**src/design/bpfl_pkg.sv**
```systemverilog
// ----------------------------------------------------------------------------
// bpfl_pkg
// Shared types, codes and helpers of the buffer pair free list allocator.
// ----------------------------------------------------------------------------
package bpfl_pkg;

    localparam int unsigned BUFFER_COUNT_DEF = 16;
    localparam int unsigned IDX_W            = 4;
    localparam int unsigned RES_W            = 5;
    localparam logic [RES_W-1:0] RESERVE_RESET = 5'd2;

    typedef enum logic [1:0] {
        CMD_PUT      = 2'd0,
        CMD_GET      = 2'd1,
        CMD_GET_PAIR = 2'd2,
        CMD_PUT_PAIR = 2'd3
    } t_cmd;

    typedef enum logic [1:0] {
        STS_DONE     = 2'd0,
        STS_REFUSED  = 2'd1,
        STS_BLOCK    = 2'd2,
        STS_OVERFLOW = 2'd3
    } t_status;

    typedef enum logic {
        S_IDLE = 1'b0,
        S_EXEC = 1'b1
    } t_state;

    typedef struct packed {
        logic             push;
        logic             pop;
        logic [IDX_W-1:0] wdata;
    } t_pool_op;

    typedef struct packed {
        logic empty;
        logic full;
        logic one;
        logic short;
    } t_pool_flags;

    function automatic t_status pop_status(input t_pool_flags f, input logic w);
        t_status s;
        priority if (w) begin
            s = f.empty ? STS_BLOCK : STS_DONE;
        end else begin
            s = (f.empty || f.short) ? STS_REFUSED : STS_DONE;
        end
        return s;
    endfunction

endpackage

```
**src/design/bpfl_pool.sv**
```systemverilog
// ----------------------------------------------------------------------------
// bpfl_pool
// One LIFO free list: stack memory, free count and low-water mark. Entries
// below the low-water mark were never written and read as their own index.
// ----------------------------------------------------------------------------
module bpfl_pool import bpfl_pkg::*; #(
    parameter int unsigned BUFFER_COUNT = BUFFER_COUNT_DEF
) (
    input  logic             i_clk,
    input  logic             i_rst_n,
    input  logic             i_rd,
    input  logic [RES_W-1:0] i_reserve,
    input  t_pool_op         i_op,
    output t_pool_flags      o_flags,
    output logic [IDX_W-1:0] o_top
);

    localparam int unsigned AW   = (BUFFER_COUNT > 1) ? $clog2(BUFFER_COUNT) : 1;
    localparam int unsigned CW   = $clog2(BUFFER_COUNT + 1);
    localparam int unsigned CMPW = (CW > RES_W) ? CW : RES_W;
    localparam logic [CW-1:0] FULL_CNT = CW'(BUFFER_COUNT);

    logic [IDX_W-1:0]    mem [BUFFER_COUNT];
    logic [CW-1:0]       r_count, n_count;
    logic [CW-1:0]       r_low, n_low;
    logic [CW-1:0]       top_addr;
    logic [CW+IDX_W-1:0] fresh_ext;
    logic [IDX_W-1:0]    r_mem_q;
    logic [IDX_W-1:0]    r_fresh_val;
    logic                r_fresh;

    assign top_addr  = r_count - CW'(1);
    assign fresh_ext = {{IDX_W{1'b0}}, top_addr};

    always_ff @(posedge i_clk) begin
        if (i_op.push) begin
            mem[r_count[AW-1:0]] <= i_op.wdata;
        end
    end

    always_ff @(posedge i_clk) begin
        if (i_rd && (r_count != '0)) begin
            r_mem_q     <= mem[top_addr[AW-1:0]];
            r_fresh     <= (top_addr < r_low);
            r_fresh_val <= fresh_ext[IDX_W-1:0];
        end
    end

    assign o_top = r_fresh ? r_fresh_val : r_mem_q;

    always_comb begin
        n_count = r_count;
        n_low   = r_low;
        priority if (i_op.push) begin
            n_count = r_count + CW'(1);
        end else if (i_op.pop) begin
            n_count = top_addr;
            if (top_addr < r_low) begin
                n_low = top_addr;
            end
        end else begin
            n_count = r_count;
        end
    end

    always_ff @(posedge i_clk) begin
        if (!i_rst_n) begin
            r_count <= FULL_CNT;
            r_low   <= FULL_CNT;
        end else begin
            r_count <= n_count;
            r_low   <= n_low;
        end
    end

    assign o_flags.empty = (r_count == '0);
    assign o_flags.full  = (r_count == FULL_CNT);
    assign o_flags.one   = (r_count == CW'(1));
    assign o_flags.short = (CMPW'(r_count) < CMPW'(i_reserve));

    a_no_push_full: assert property (@(posedge i_clk) disable iff (!i_rst_n)
        i_op.push |-> (r_count != FULL_CNT))
        else $error("push onto full pool");
    a_no_pop_empty: assert property (@(posedge i_clk) disable iff (!i_rst_n)
        i_op.pop |-> (r_count != '0))
        else $error("pop from empty pool");
    a_low_mark: assert property (@(posedge i_clk) disable iff (!i_rst_n)
        r_low <= r_count)
        else $error("low-water mark above free count");

endmodule

```
**src/design/bpfl_ctrl.sv**
```systemverilog
// ----------------------------------------------------------------------------
// bpfl_ctrl
// Command sequencer: latches the item, decides pops and pushes from the
// pool flags and stack tops, and registers the result.
// ----------------------------------------------------------------------------
module bpfl_ctrl import bpfl_pkg::*; (
    input  logic             i_clk,
    input  logic             i_rst_n,
    input  logic             start,
    output logic             busy,
    input  logic [1:0]       i_command,
    input  logic             i_pool_select,
    input  logic             i_wait_req,
    input  logic [IDX_W-1:0] i_desc_index,
    input  logic [IDX_W-1:0] i_data_index,
    output logic             o_rd,
    input  t_pool_flags      i_desc_flags,
    input  t_pool_flags      i_data_flags,
    input  logic [IDX_W-1:0] i_desc_top,
    input  logic [IDX_W-1:0] i_data_top,
    output t_pool_op         o_desc_op,
    output t_pool_op         o_data_op,
    output logic             o_result_valid,
    output logic [1:0]       o_status,
    output logic [IDX_W-1:0] o_got_desc,
    output logic [IDX_W-1:0] o_got_data,
    output logic             o_wake_desc,
    output logic             o_wake_data
);

    t_state           r_state, n_state;
    t_cmd             r_cmd;
    logic             r_sel, r_wait;
    logic [IDX_W-1:0] r_di, r_ai;

    logic             accept;
    logic             r_valid, n_valid;
    t_status          r_status, n_status;
    logic [IDX_W-1:0] r_gd, n_gd, r_ga, n_ga;
    logic             r_wd, n_wd, r_wa, n_wa;

    t_pool_flags      sel_flags;
    logic [IDX_W-1:0] sel_top;
    t_status          st_d, st_a, st_sel;

    assign busy   = (r_state != S_IDLE);
    assign accept = start && !busy;
    assign o_rd   = accept;

    always_ff @(posedge i_clk) begin
        if (accept) begin
            r_cmd  <= t_cmd'(i_command);
            r_sel  <= i_pool_select;
            r_wait <= i_wait_req;
            r_di   <= i_desc_index;
            r_ai   <= i_data_index;
        end
    end

    always_comb begin
        unique case (r_state)
            S_IDLE:  n_state = accept ? S_EXEC : S_IDLE;
            S_EXEC:  n_state = S_IDLE;
            default: n_state = S_IDLE;
        endcase
    end

    assign sel_flags = r_sel ? i_data_flags : i_desc_flags;
    assign sel_top   = r_sel ? i_data_top : i_desc_top;
    assign st_d      = pop_status(i_desc_flags, r_wait);
    assign st_a      = pop_status(i_data_flags, r_wait);
    assign st_sel    = pop_status(sel_flags, r_wait);

    always_comb begin
        o_desc_op = '0;
        o_data_op = '0;
        n_valid   = 1'b0;
        n_status  = STS_DONE;
        n_gd      = '0;
        n_ga      = '0;
        n_wd      = 1'b0;
        n_wa      = 1'b0;
        if (r_state == S_EXEC) begin
            n_valid = 1'b1;
            unique case (r_cmd)
                CMD_PUT: begin
                    if (sel_flags.full) begin
                        n_status = STS_OVERFLOW;
                    end else if (r_sel) begin
                        o_data_op.push  = 1'b1;
                        o_data_op.wdata = r_di;
                        n_wa            = sel_flags.empty;
                    end else begin
                        o_desc_op.push  = 1'b1;
                        o_desc_op.wdata = r_di;
                        n_wd            = sel_flags.empty;
                    end
                end
                CMD_GET: begin
                    n_status = st_sel;
                    if (st_sel == STS_DONE) begin
                        n_gd = sel_top;
                        if (r_sel) begin
                            o_data_op.pop = 1'b1;
                        end else begin
                            o_desc_op.pop = 1'b1;
                        end
                    end
                end
                CMD_GET_PAIR: begin
                    priority if (st_d != STS_DONE) begin
                        n_status = st_d;
                    end else if (st_a != STS_DONE) begin
                        // descriptor is not taken; wake is flagged if only one descriptor is free
                        n_status = st_a;
                        n_wd     = i_desc_flags.one;
                    end else begin
                        o_desc_op.pop = 1'b1;
                        o_data_op.pop = 1'b1;
                        n_gd          = i_desc_top;
                        n_ga          = i_data_top;
                    end
                end
                CMD_PUT_PAIR: begin
                    if (!i_data_flags.full) begin
                        o_data_op.push  = 1'b1;
                        o_data_op.wdata = r_ai;
                        n_wa            = i_data_flags.empty;
                    end
                    if (!i_desc_flags.full) begin
                        o_desc_op.push  = 1'b1;
                        o_desc_op.wdata = r_di;
                        n_wd            = i_desc_flags.empty;
                    end
                    if (i_data_flags.full || i_desc_flags.full) begin
                        n_status = STS_OVERFLOW;
                    end
                end
                default: n_status = STS_DONE;
            endcase
        end
    end

    always_ff @(posedge i_clk) begin
        if (!i_rst_n) begin
            r_state <= S_IDLE;
            r_valid <= 1'b0;
        end else begin
            r_state <= n_state;
            r_valid <= n_valid;
        end
    end

    always_ff @(posedge i_clk) begin
        r_status <= n_status;
        r_gd     <= n_gd;
        r_ga     <= n_ga;
        r_wd     <= n_wd;
        r_wa     <= n_wa;
    end

    assign o_result_valid = r_valid;
    assign o_status       = r_status;
    assign o_got_desc     = r_gd;
    assign o_got_data     = r_ga;
    assign o_wake_desc    = r_wd;
    assign o_wake_data    = r_wa;

    a_accept_busy: assert property (@(posedge i_clk) disable iff (!i_rst_n)
        accept |=> busy)
        else $error("no execute cycle after accepted item");
    a_valid_after_exec: assert property (@(posedge i_clk) disable iff (!i_rst_n)
        r_valid |-> $past(r_state == S_EXEC))
        else $error("result strobe without execute cycle");

endmodule

```
**src/design/buffer_pair_free_list_allocator.sv**
```systemverilog
// ----------------------------------------------------------------------------
// buffer_pair_free_list_allocator
// Two LIFO free lists (descriptors, data buffers) with put, get, get_pair
// and put_pair commands, reserve check and empty-to-non-empty wakeups.
// ----------------------------------------------------------------------------
// The item is latched on accept and decided in the execute state; the result
// is registered from there. No new item is taken while busy: the stack top is
// read from synchronous memory on accept and written back in the execute state.
// Reset: both pools full with entry i holding i, reserve level 2; no clearing
// pass, a low-water mark stands in for the reset contents of each stack.
// Results cannot be stalled by the receiver.
module buffer_pair_free_list_allocator import bpfl_pkg::*; #(
    parameter int unsigned BUFFER_COUNT = BUFFER_COUNT_DEF
) (
    input  logic             i_clk,
    input  logic             i_rst_n,
    input  logic             start,
    output logic             busy,
    input  logic [1:0]       i_command,
    input  logic             i_pool_select,
    input  logic             i_wait_req,
    input  logic [IDX_W-1:0] i_desc_index,
    input  logic [IDX_W-1:0] i_data_index,
    input  logic             i_cfg_valid,
    output logic             o_cfg_ready,
    input  logic [RES_W-1:0] i_cfg_data,
    output logic             o_result_valid,
    output logic [1:0]       o_status,
    output logic [IDX_W-1:0] o_got_desc,
    output logic [IDX_W-1:0] o_got_data,
    output logic             o_wake_desc,
    output logic             o_wake_data
);

    logic [RES_W-1:0] r_reserve;
    logic             rd;
    t_pool_flags      desc_flags, data_flags;
    logic [IDX_W-1:0] desc_top, data_top;
    t_pool_op         desc_op, data_op;

    assign o_cfg_ready = 1'b1;

    always_ff @(posedge i_clk) begin
        if (!i_rst_n) begin
            r_reserve <= RESERVE_RESET;
        end else if (i_cfg_valid && o_cfg_ready) begin
            r_reserve <= i_cfg_data;
        end
    end

    bpfl_ctrl u_ctrl (
        .i_clk          (i_clk),
        .i_rst_n        (i_rst_n),
        .start          (start),
        .busy           (busy),
        .i_command      (i_command),
        .i_pool_select  (i_pool_select),
        .i_wait_req     (i_wait_req),
        .i_desc_index   (i_desc_index),
        .i_data_index   (i_data_index),
        .o_rd           (rd),
        .i_desc_flags   (desc_flags),
        .i_data_flags   (data_flags),
        .i_desc_top     (desc_top),
        .i_data_top     (data_top),
        .o_desc_op      (desc_op),
        .o_data_op      (data_op),
        .o_result_valid (o_result_valid),
        .o_status       (o_status),
        .o_got_desc     (o_got_desc),
        .o_got_data     (o_got_data),
        .o_wake_desc    (o_wake_desc),
        .o_wake_data    (o_wake_data)
    );

    bpfl_pool #(.BUFFER_COUNT(BUFFER_COUNT)) u_desc_pool (
        .i_clk     (i_clk),
        .i_rst_n   (i_rst_n),
        .i_rd      (rd),
        .i_reserve (r_reserve),
        .i_op      (desc_op),
        .o_flags   (desc_flags),
        .o_top     (desc_top)
    );

    bpfl_pool #(.BUFFER_COUNT(BUFFER_COUNT)) u_data_pool (
        .i_clk     (i_clk),
        .i_rst_n   (i_rst_n),
        .i_rd      (rd),
        .i_reserve (r_reserve),
        .i_op      (data_op),
        .o_flags   (data_flags),
        .o_top     (data_top)
    );

endmodule
```
**config.mk**
```make
export PLATFORM = sky130hd
export DESIGN_NAME = buffer_pair_free_list_allocator
export DESIGN_NICKNAME = d
export VERILOG_FILES = /design/src/design/bpfl_pkg.sv /design/src/design/bpfl_pool.sv /design/src/design/bpfl_ctrl.sv /design/src/design/buffer_pair_free_list_allocator.sv
export SDC_FILE = /design/constraint.sdc
export NUM_CORES = 1
export LEC_CHECK = 0
export ABC_AREA = 1
export ABC_CLOCK_PERIOD_IN_PS = 3100
export CAP_MARGIN = 25
export CORE_MARGIN = 5
export CORE_UTILIZATION = 45
export CTS_CLUSTER_SIZE = 12
export DETAILED_ROUTE_END_ITERATION = 10
export DONT_BUFFER_PORTS = 1
export PLACE_DENSITY = 0.71
export SKIP_CTS_REPAIR_TIMING = 1
export SLEW_MARGIN = 20
export SYNTH_ARGS = -nofsm -noshare
export SYNTH_HDL_FRONTEND = slang
export SYNTH_SLANG_ARGS = --single-unit
```
**constraint.sdc**
```tcl
create_clock -name i_clk -period 3.1 [get_ports i_clk]
set_input_delay 0.31 -clock i_clk [delete_from_list [all_inputs] [get_ports i_clk]]
set_output_delay 0.31 -clock i_clk [all_outputs]
set_load 0.005 [all_outputs]
```
==> results of run 1 <==
[cell type report]
class | count | area, sq um | area share (%)
clock inverter | 6 | 46.3 | 0.466
sequential | 197 | 5530 | 55.6
timing repair buffer | 36 | 308 | 3.10
clock buffer | 26 | 574 | 5.78
inverter | 64 | 250 | 2.52
tap | 265 | 332 | 3.34
multi-input combinational | 502 | 2900 | 29.2
[worst reg2reg max path: stages, from the launching register on]
cell and delay (ns):
sky130_fd_sc_hd__dfxtp_1 0.43, sky130_fd_sc_hd__inv_1 0.13, sky130_fd_sc_hd__nand3_1 0.11, sky130_fd_sc_hd__xor2_1 0.37, sky130_fd_sc_hd__inv_1 0.25, sky130_fd_sc_hd__ha_1 0.35
sky130_fd_sc_hd__nand2_1 0.08, sky130_fd_sc_hd__o21ai_0 0.10, sky130_fd_sc_hd__a21o_1 0.19, sky130_fd_sc_hd__nor2_2 0.17, sky130_fd_sc_hd__nand3_2 0.16, sky130_fd_sc_hd__nand2_1 0.10
sky130_fd_sc_hd__nand2_1 0.05, sky130_fd_sc_hd__nor2_1 0.08
[state kept, by name, summed over array words and instances, names as in the netlist, 4 cells and up]
signal                   count
u_desc_pool.r_fresh_val      4
u_ctrl.o_got_data            4
u_ctrl.o_got_desc            4
u_data_pool.r_mem_q          4
u_ctrl.r_di                  4
u_data_pool.r_count          5
u_data_pool.r_fresh_val      4
u_ctrl.r_ai                  4
u_desc_pool.r_low            5
u_data_pool.r_low            5
u_desc_pool.r_mem_q          4
u_desc_pool.mem             64
r_reserve                    5
u_desc_pool.r_count          5
u_data_pool.mem             64
[synth_stat cells, drive strengths merged]
library cell | n | share of area (%)
nand2 | 99 | 5.0
nor3 | 6 | 0.47
o22ai | 18 | 1.3
clkbuf | 16 | 0.68
buf | 12 | 1.0
o21bai | 1 | 0.085
o221ai | 16 | 1.6
nor2 | 130 | 6.3
a31oi | 1 | 0.071
nand3 | 37 | 2.4
a21o | 2 | 0.17
mux2i | 8 | 0.91
dfxtp | 39 | 8.9
ha | 30 | 4.3
xor2 | 14 | 1.4
o32ai | 4 | 0.40
clkinv | 2 | 0.085
o211ai | 17 | 1.4
inv | 62 | 2.8
a21oi | 31 | 1.8
o21a | 1 | 0.085
o21ai | 78 | 4.5
nand4 | 8 | 0.57
edfxtp | 158 | 54
conb | 1 | 0.043
[where the power goes]
part,internal [mW],switching [mW]
sequential,2.89,0.0350
combinational,0.176,0.332
clock,1.29,0.949
[kinds of logic (layout without fill, tap and decap cells)]
family | Yosys count | count (layout) | synth area share (%)
fa+ha+maj | 30 | 30 | 4.26
mux | 8 | 8 | 0.908
other cells | 1 | 1 | 0.0425
compound gates | 169 | 169 | 11.5
flops | 197 | 197 | 62.6
xor+xnor | 14 | 14 | 1.39
simple gates | 280 | 280 | 14.8
buf+inv | 92 | 132 | 4.54
[how the worst min path moves through the flow]
stage	end	slack, ns
finish	u_data_pool.r_low[1]	-0.005
global route	u_data_pool.r_low[1]	0.009
CTS	u_data_pool.r_count[4]	-0.05
detailed placement	u_desc_pool.r_count[4]	0.41
global placement	u_data_pool.r_low[4]	0.40
floorplan	u_ctrl.r_ai[0]	0.41
[through the flow]
step           hold WS [ns]  cells
2_1_floorplan         0.409    791
3_3_place_gp          0.401   1049
3_5_place_dp          0.406   1049
4_1_cts             -0.0538   1081
5_1_grt             0.00886   1096
6_report           -0.00524   1096
[per-layer routing]
metal	part of all wire [%]	vias to the layer above	global-route usage [%]
li1	-	2859	-
met1	47	2856	24.8
met2	45	202	27.0
met3	6.3	32	4.30
met4	1.8	0	5.90
met5	0	-	0
==> out/qor.yml, run 1 <==
worst_hold_path.num_cells: 2
clock_skew_ns: 0.00808
tns_ns: 0
cts.reportedPaths.clkPinSlew_ns: 0.07
die_area_sq_um: 22500
worstMarginPinSlew_ns: 0.623
violations_in_the_final_reports: "negative hold slack"
layout.filler_cells: 1676
cp_common_cell: "sky130_fd_sc_hd__nand2_1"
p_total_mw: 5.67
hold_viol_final: 1
synthCells: 791
final_max_tran_viols: 0
timing.max_cap.violations: 0
depth_of_the_critical_timing_path_with_buffers_and_inverters_included: 13
required_ns: 3.48
detail_route.wl_per_cell_um: 17.4
final_cell_mix: "158 x sky130_fd_sc_hd__edfxtp_1, 122 x sky130_fd_sc_hd__nor2_1, 85 x sky130_fd_sc_hd__nand2_1"
avgSynthCellArea_sq_um: 11.2
cts.path.max_buffers: 2
first_global_vias: 5953
mostFrequentLayoutCell: "sky130_fd_sc_hd__edfxtp_1"
postLayoutCellArea_sq_um: 9930
fin_crit_sh_pct: 84.8
report.final.setup_viol: 0
io_buffer_count: 0
ys.warnings.count: 0
leakage_nw: 3.89
whs_ns: -0.00524
final_core_util_pct: 51.2
global_placement_routability_congestion: 0.865
cts_max_level: 4
setup.worst_path.end: "u_data_pool.r_low[2]"
antenna_violating_nets_post_route: 0
drt-vias-per-instance: 5.43
clock-root-buffer: "sky130_fd_sc_hd__clkbuf_16"
proportion_of_synthesized_chip_area_in_sequential_cells_pct: 62.6
detail_route.first_pass.iterations: 5
powerDensity_nw_per_um2: 571
clock_sink_count: 197
drive_gt1_share_pct: 10.6
yosys.cell_types.count: 42
fin_ws_ns: 0.470
timing.reg2reg.worst_path_depth: 13
antennaDiodeCount: 0
worst_setup_path_start_kind: "register"
max-vdd-ir-drop_uv: 423
globalRouteTotalUtil_pct: 17.6
path_buf_inv: 2
path_max_fanout: 7
dp_wirelength_um: 12700
post_dp_cell_area_sq_um: 9160
grt_antenna_before_repair: 0
hold_path_startpoint: "i_rst_n"
totalWireLength_um: 19000
final_nets: 869
yosys_register_bits: 197
worst_r2r_endpoint: "u_data_pool.r_low[2]"
timing.final.crit_period_ns: 2.63
global_route_wire_length_before_repair_um: 30600
run_status: "finished with violations"
r2r_start: "u_data_pool.r_count[1]"
pre_cts_slack_ns: 0.520
r2r_slack_ns: 0.47
drt-initial-drc-count: 534
tritoncts_clock_tree: "yes"
via_count: 5949
synthesis.area_sq_um: 8820
fmaxAchievable_mhz: 380
grt-ovfl-total: 0
core_outline_area_sq_um: 19400
hold_path_class: "in -> reg"
critical_path.cell_chain: "inv_1 -> nand3_1 -> xor2_1 -> inv_1 -> ha_1 -> nand2_1 -> o21ai_0 -> a21o_1 -> nor2_2 -> nand3_2 -> nand2_1 -> nand2_1 -> nor2_1"
path_delay_family: "simple AND/OR/NAND/NOR gates"
source_to_sink_clock_delay_at_the_later_pin_of_the_worst_skew_pair_ns: 0.44
cp-startpoint: "u_data_pool.r_count[1]"
critical-path-slowest-cell: "sky130_fd_sc_hd__dfxtp_1"
num_io_pins: 36
worst_path_largest_cell_delay_ns: 0.43
area_growth_pct: 12.6
rsz0062_at_grt: "no"
syn-num-nets: 842
cts_inserted_buffers: 17
slew_headroom_pct: 58.2
timing_worst_setup_path_type: "reg -> reg"
largest_net_degree_at_the_start_of_global_routing: 41
dieWidth_um: 150
initial_core_util_pct: 45.5
rows: 51
die_h_um: 150
worst-endpoint-arrival_ns: 3.01
worst_setup_path_end_kind: "register"
drt_drc_violations_left: 0
Note: power is estimated with default switching activity, not from simulation.
==> run 2, diff against run 1 <==
--- a/config.mk
+++ b/config.mk
@@ -6,14 +6,14 @@
 export NUM_CORES = 1
 export LEC_CHECK = 0
 export ABC_AREA = 1
-export ABC_CLOCK_PERIOD_IN_PS = 3100
+export ABC_CLOCK_PERIOD_IN_PS = 2550
 export CAP_MARGIN = 25
 export CORE_MARGIN = 5
 export CORE_UTILIZATION = 45
 export CTS_CLUSTER_SIZE = 12
 export DETAILED_ROUTE_END_ITERATION = 10
 export DONT_BUFFER_PORTS = 1
-export PLACE_DENSITY = 0.71
+export PLACE_DENSITY = 0.69
 export SKIP_CTS_REPAIR_TIMING = 1
 export SLEW_MARGIN = 20
 export SYNTH_ARGS = -nofsm -noshare
==> constraint.sdc (replaced) <==
create_clock -name i_clk -period 2.55 [get_ports i_clk]
set_input_delay 0.255 -clock i_clk [delete_from_list [all_inputs] [get_ports i_clk]]
set_output_delay 0.255 -clock i_clk [all_outputs]
set_load 0.005 [all_outputs]
==> run 2 against run 1 <==
The run still ends with negative hold slack left. Critical path depth unchanged. Flip-flop and latch count did not move. First-iteration DRC count rose by 1.5%. Die area unchanged. Count of clock-buffer cells in the layout is 4 lower. Power rose by 21%. Via count rose by 0.50%. Sequential share of layout area decreased by 1.1 points. Critical endpoint is now u_data_pool.r_low[0]. Largest cell class unchanged.
==> out/qor.yml, run 2 (synthesis results as in run 1) <==
rows: 51  # unchanged
grt-ovfl-total: 0  # unchanged
drt_drc_violations_left: 0  # unchanged
cts.reportedPaths.clkPinSlew_ns: 0.07  # about the same
grt_antenna_before_repair: 0  # unchanged
required_ns: 2.84  # -0.64 ns
mostFrequentLayoutCell: "sky130_fd_sc_hd__edfxtp_1"
totalWireLength_um: 18800  # -1.1%
worst_setup_path_end_kind: "register"
report.final.setup_viol: 0  # unchanged
detail_route.first_pass.iterations: 6  # +1
antennaDiodeCount: 0  # unchanged
hold_path_class: "in -> reg"
timing_worst_setup_path_type: "reg -> reg"
cts_inserted_buffers: 17  # unchanged
initial_core_util_pct: 45.5  # unchanged
globalRouteTotalUtil_pct: 17.4  # -0.22 points
cts.path.max_buffers: 2  # unchanged
first_global_vias: 5756  # -3.3%
die_h_um: 150  # unchanged
io_buffer_count: 0  # unchanged
path_max_fanout: 7  # unchanged
fmaxAchievable_mhz: 418  # +9.9%
global_route_wire_length_before_repair_um: 30200  # -1.1%
antenna_violating_nets_post_route: 0  # unchanged
drt-vias-per-instance: 5.36  # -1.2%
global_placement_routability_congestion: 0.837  # -3.2%
worst_setup_path_start_kind: "register"
violations_in_the_final_reports: "negative hold slack"
leakage_nw: 3.97  # +2.0%
final_cell_mix: "158 x sky130_fd_sc_hd__edfxtp_1, 122 x sky130_fd_sc_hd__nor2_1, 85 x sky130_fd_sc_hd__nand2_1"
whs_ns: -0.0897  # -0.0845 ns
fin_ws_ns: 0.158  # -0.312 ns
detail_route.wl_per_cell_um: 16.9  # -2.8%
source_to_sink_clock_delay_at_the_later_pin_of_the_worst_skew_pair_ns: 0.43  # about the same
drive_gt1_share_pct: 12.5  # +1.9 points
clock-root-buffer: "sky130_fd_sc_hd__clkbuf_16"
clock_skew_ns: 0.00738  # -0.000698 ns
tritoncts_clock_tree: "yes"
final_max_tran_viols: 0  # unchanged
powerDensity_nw_per_um2: 678  # +19%
worst-endpoint-arrival_ns: 2.68  # -0.33 ns
clock_sink_count: 197  # unchanged
pre_cts_slack_ns: 0.197  # -0.322 ns
dieWidth_um: 150  # unchanged
slew_headroom_pct: 62.7  # +4.5 points
drt-initial-drc-count: 542  # +1.5%
run_status: "finished with violations"
final_nets: 888  # +2.2%
core_outline_area_sq_um: 19400  # unchanged
num_io_pins: 36  # unchanged
cts_max_level: 4  # unchanged
area_growth_pct: 14.8
worstMarginPinSlew_ns: 0.559  # -0.0637 ns
fin_crit_sh_pct: 93.8  # +9.0 points
via_count: 5979  # +0.50%
largest_net_degree_at_the_start_of_global_routing: 38  # -7.3%
final_core_util_pct: 52.2  # +1.0 points
die_area_sq_um: 22500  # unchanged
max-vdd-ir-drop_uv: 477  # +13%
timing.final.crit_period_ns: 2.39  # -0.238 ns
hold_viol_final: 8  # +7
dp_wirelength_um: 12800  # +0.78%
timing.max_cap.violations: 0  # unchanged
==> run 2: changes by cell type in the layout (fill, tap and decap cells not counted), sizes merged <==
cell,change
inv,+2
clkinv,+1
clkinvlp,+1
buf,+13
dlygate4sd3,+6
clkbuf,-4
==> run 2: path summary, 6_finish.rpt <==
check	cells after the start	start	slack, ns	to
worst max register to register	13	u_data_pool.r_count[0]	0.16	u_data_pool.r_low[0]
worst max-delay path	13	u_data_pool.r_count[0]	0.16	u_data_pool.r_low[0]
worst min register to register	2	u_desc_pool.r_low[0]	0.47	u_desc_pool.r_low[0]
worst min-delay path	1	i_rst_n	-0.09	u_data_pool.r_count[4]
==> run 2: layout make-up <==
type,count,area [sq um]
clock buffer,22,518
clock inverter,10,78.8
fill,1662,9270
inverter,64,253
multi-input combinational,502,2960
sequential,197,5530
tap,265,332
timing repair buffer,55,465
==> run 2: routing by layer <==
| metal | global-route usage (%) | part of all wire, % | vias up |
|---|---|---|---|
| met5 | 0 | 0 | - |
| met4 | 6.08 | 1.7 | 0 |
| met3 | 3.85 | 7.2 | 31 |
| met2 | 26.0 | 45 | 204 |
| met1 | 25.1 | 46 | 2841 |
| li1 | - | - | 2903 |
==> run 2: where the power goes <==
group	switching (mW)	internal, mW	leakage [nW]
registers	0.0406	3.51	1.95
logic	0.411	0.243	1.73
clock network	1.19	1.47	0.293
total	1.64	5.22	3.97
==> run 2: per-stage QoR <==
step | area (sq um) | TNS (ns) | power [mW] | std cells | hold slack, ns
floorplan | 8890 | 0 | 4.08 | 791 | 0.354
global placement | 9290 | 0 | 4.23 | 1059 | 0.346
detailed placement | 9290 | 0 | 4.24 | 1059 | 0.348
CTS | 9880 | 0 | 6.86 | 1091 | -0.106
global route | 10100 | -0.0313 | 7.13 | 1115 | -0.106
finish | 10100 | 0 | 6.87 | 1115 | -0.0897
==> run 2: critical path: stages (launching register included) <==
cell and delay [ns]:
sky130_fd_sc_hd__dfxtp_1 0.40, sky130_fd_sc_hd__clkinv_4 0.11, sky130_fd_sc_hd__ha_4 0.19, sky130_fd_sc_hd__nand2_1 0.09
sky130_fd_sc_hd__xor2_1 0.14, sky130_fd_sc_hd__inv_1 0.08, sky130_fd_sc_hd__ha_1 0.32, sky130_fd_sc_hd__a21oi_1 0.15
sky130_fd_sc_hd__o21ai_0 0.09, sky130_fd_sc_hd__a21o_1 0.19, sky130_fd_sc_hd__nor2_2 0.16, sky130_fd_sc_hd__nand3_2 0.17
sky130_fd_sc_hd__nand2_1 0.10, sky130_fd_sc_hd__a21oi_1 0.06
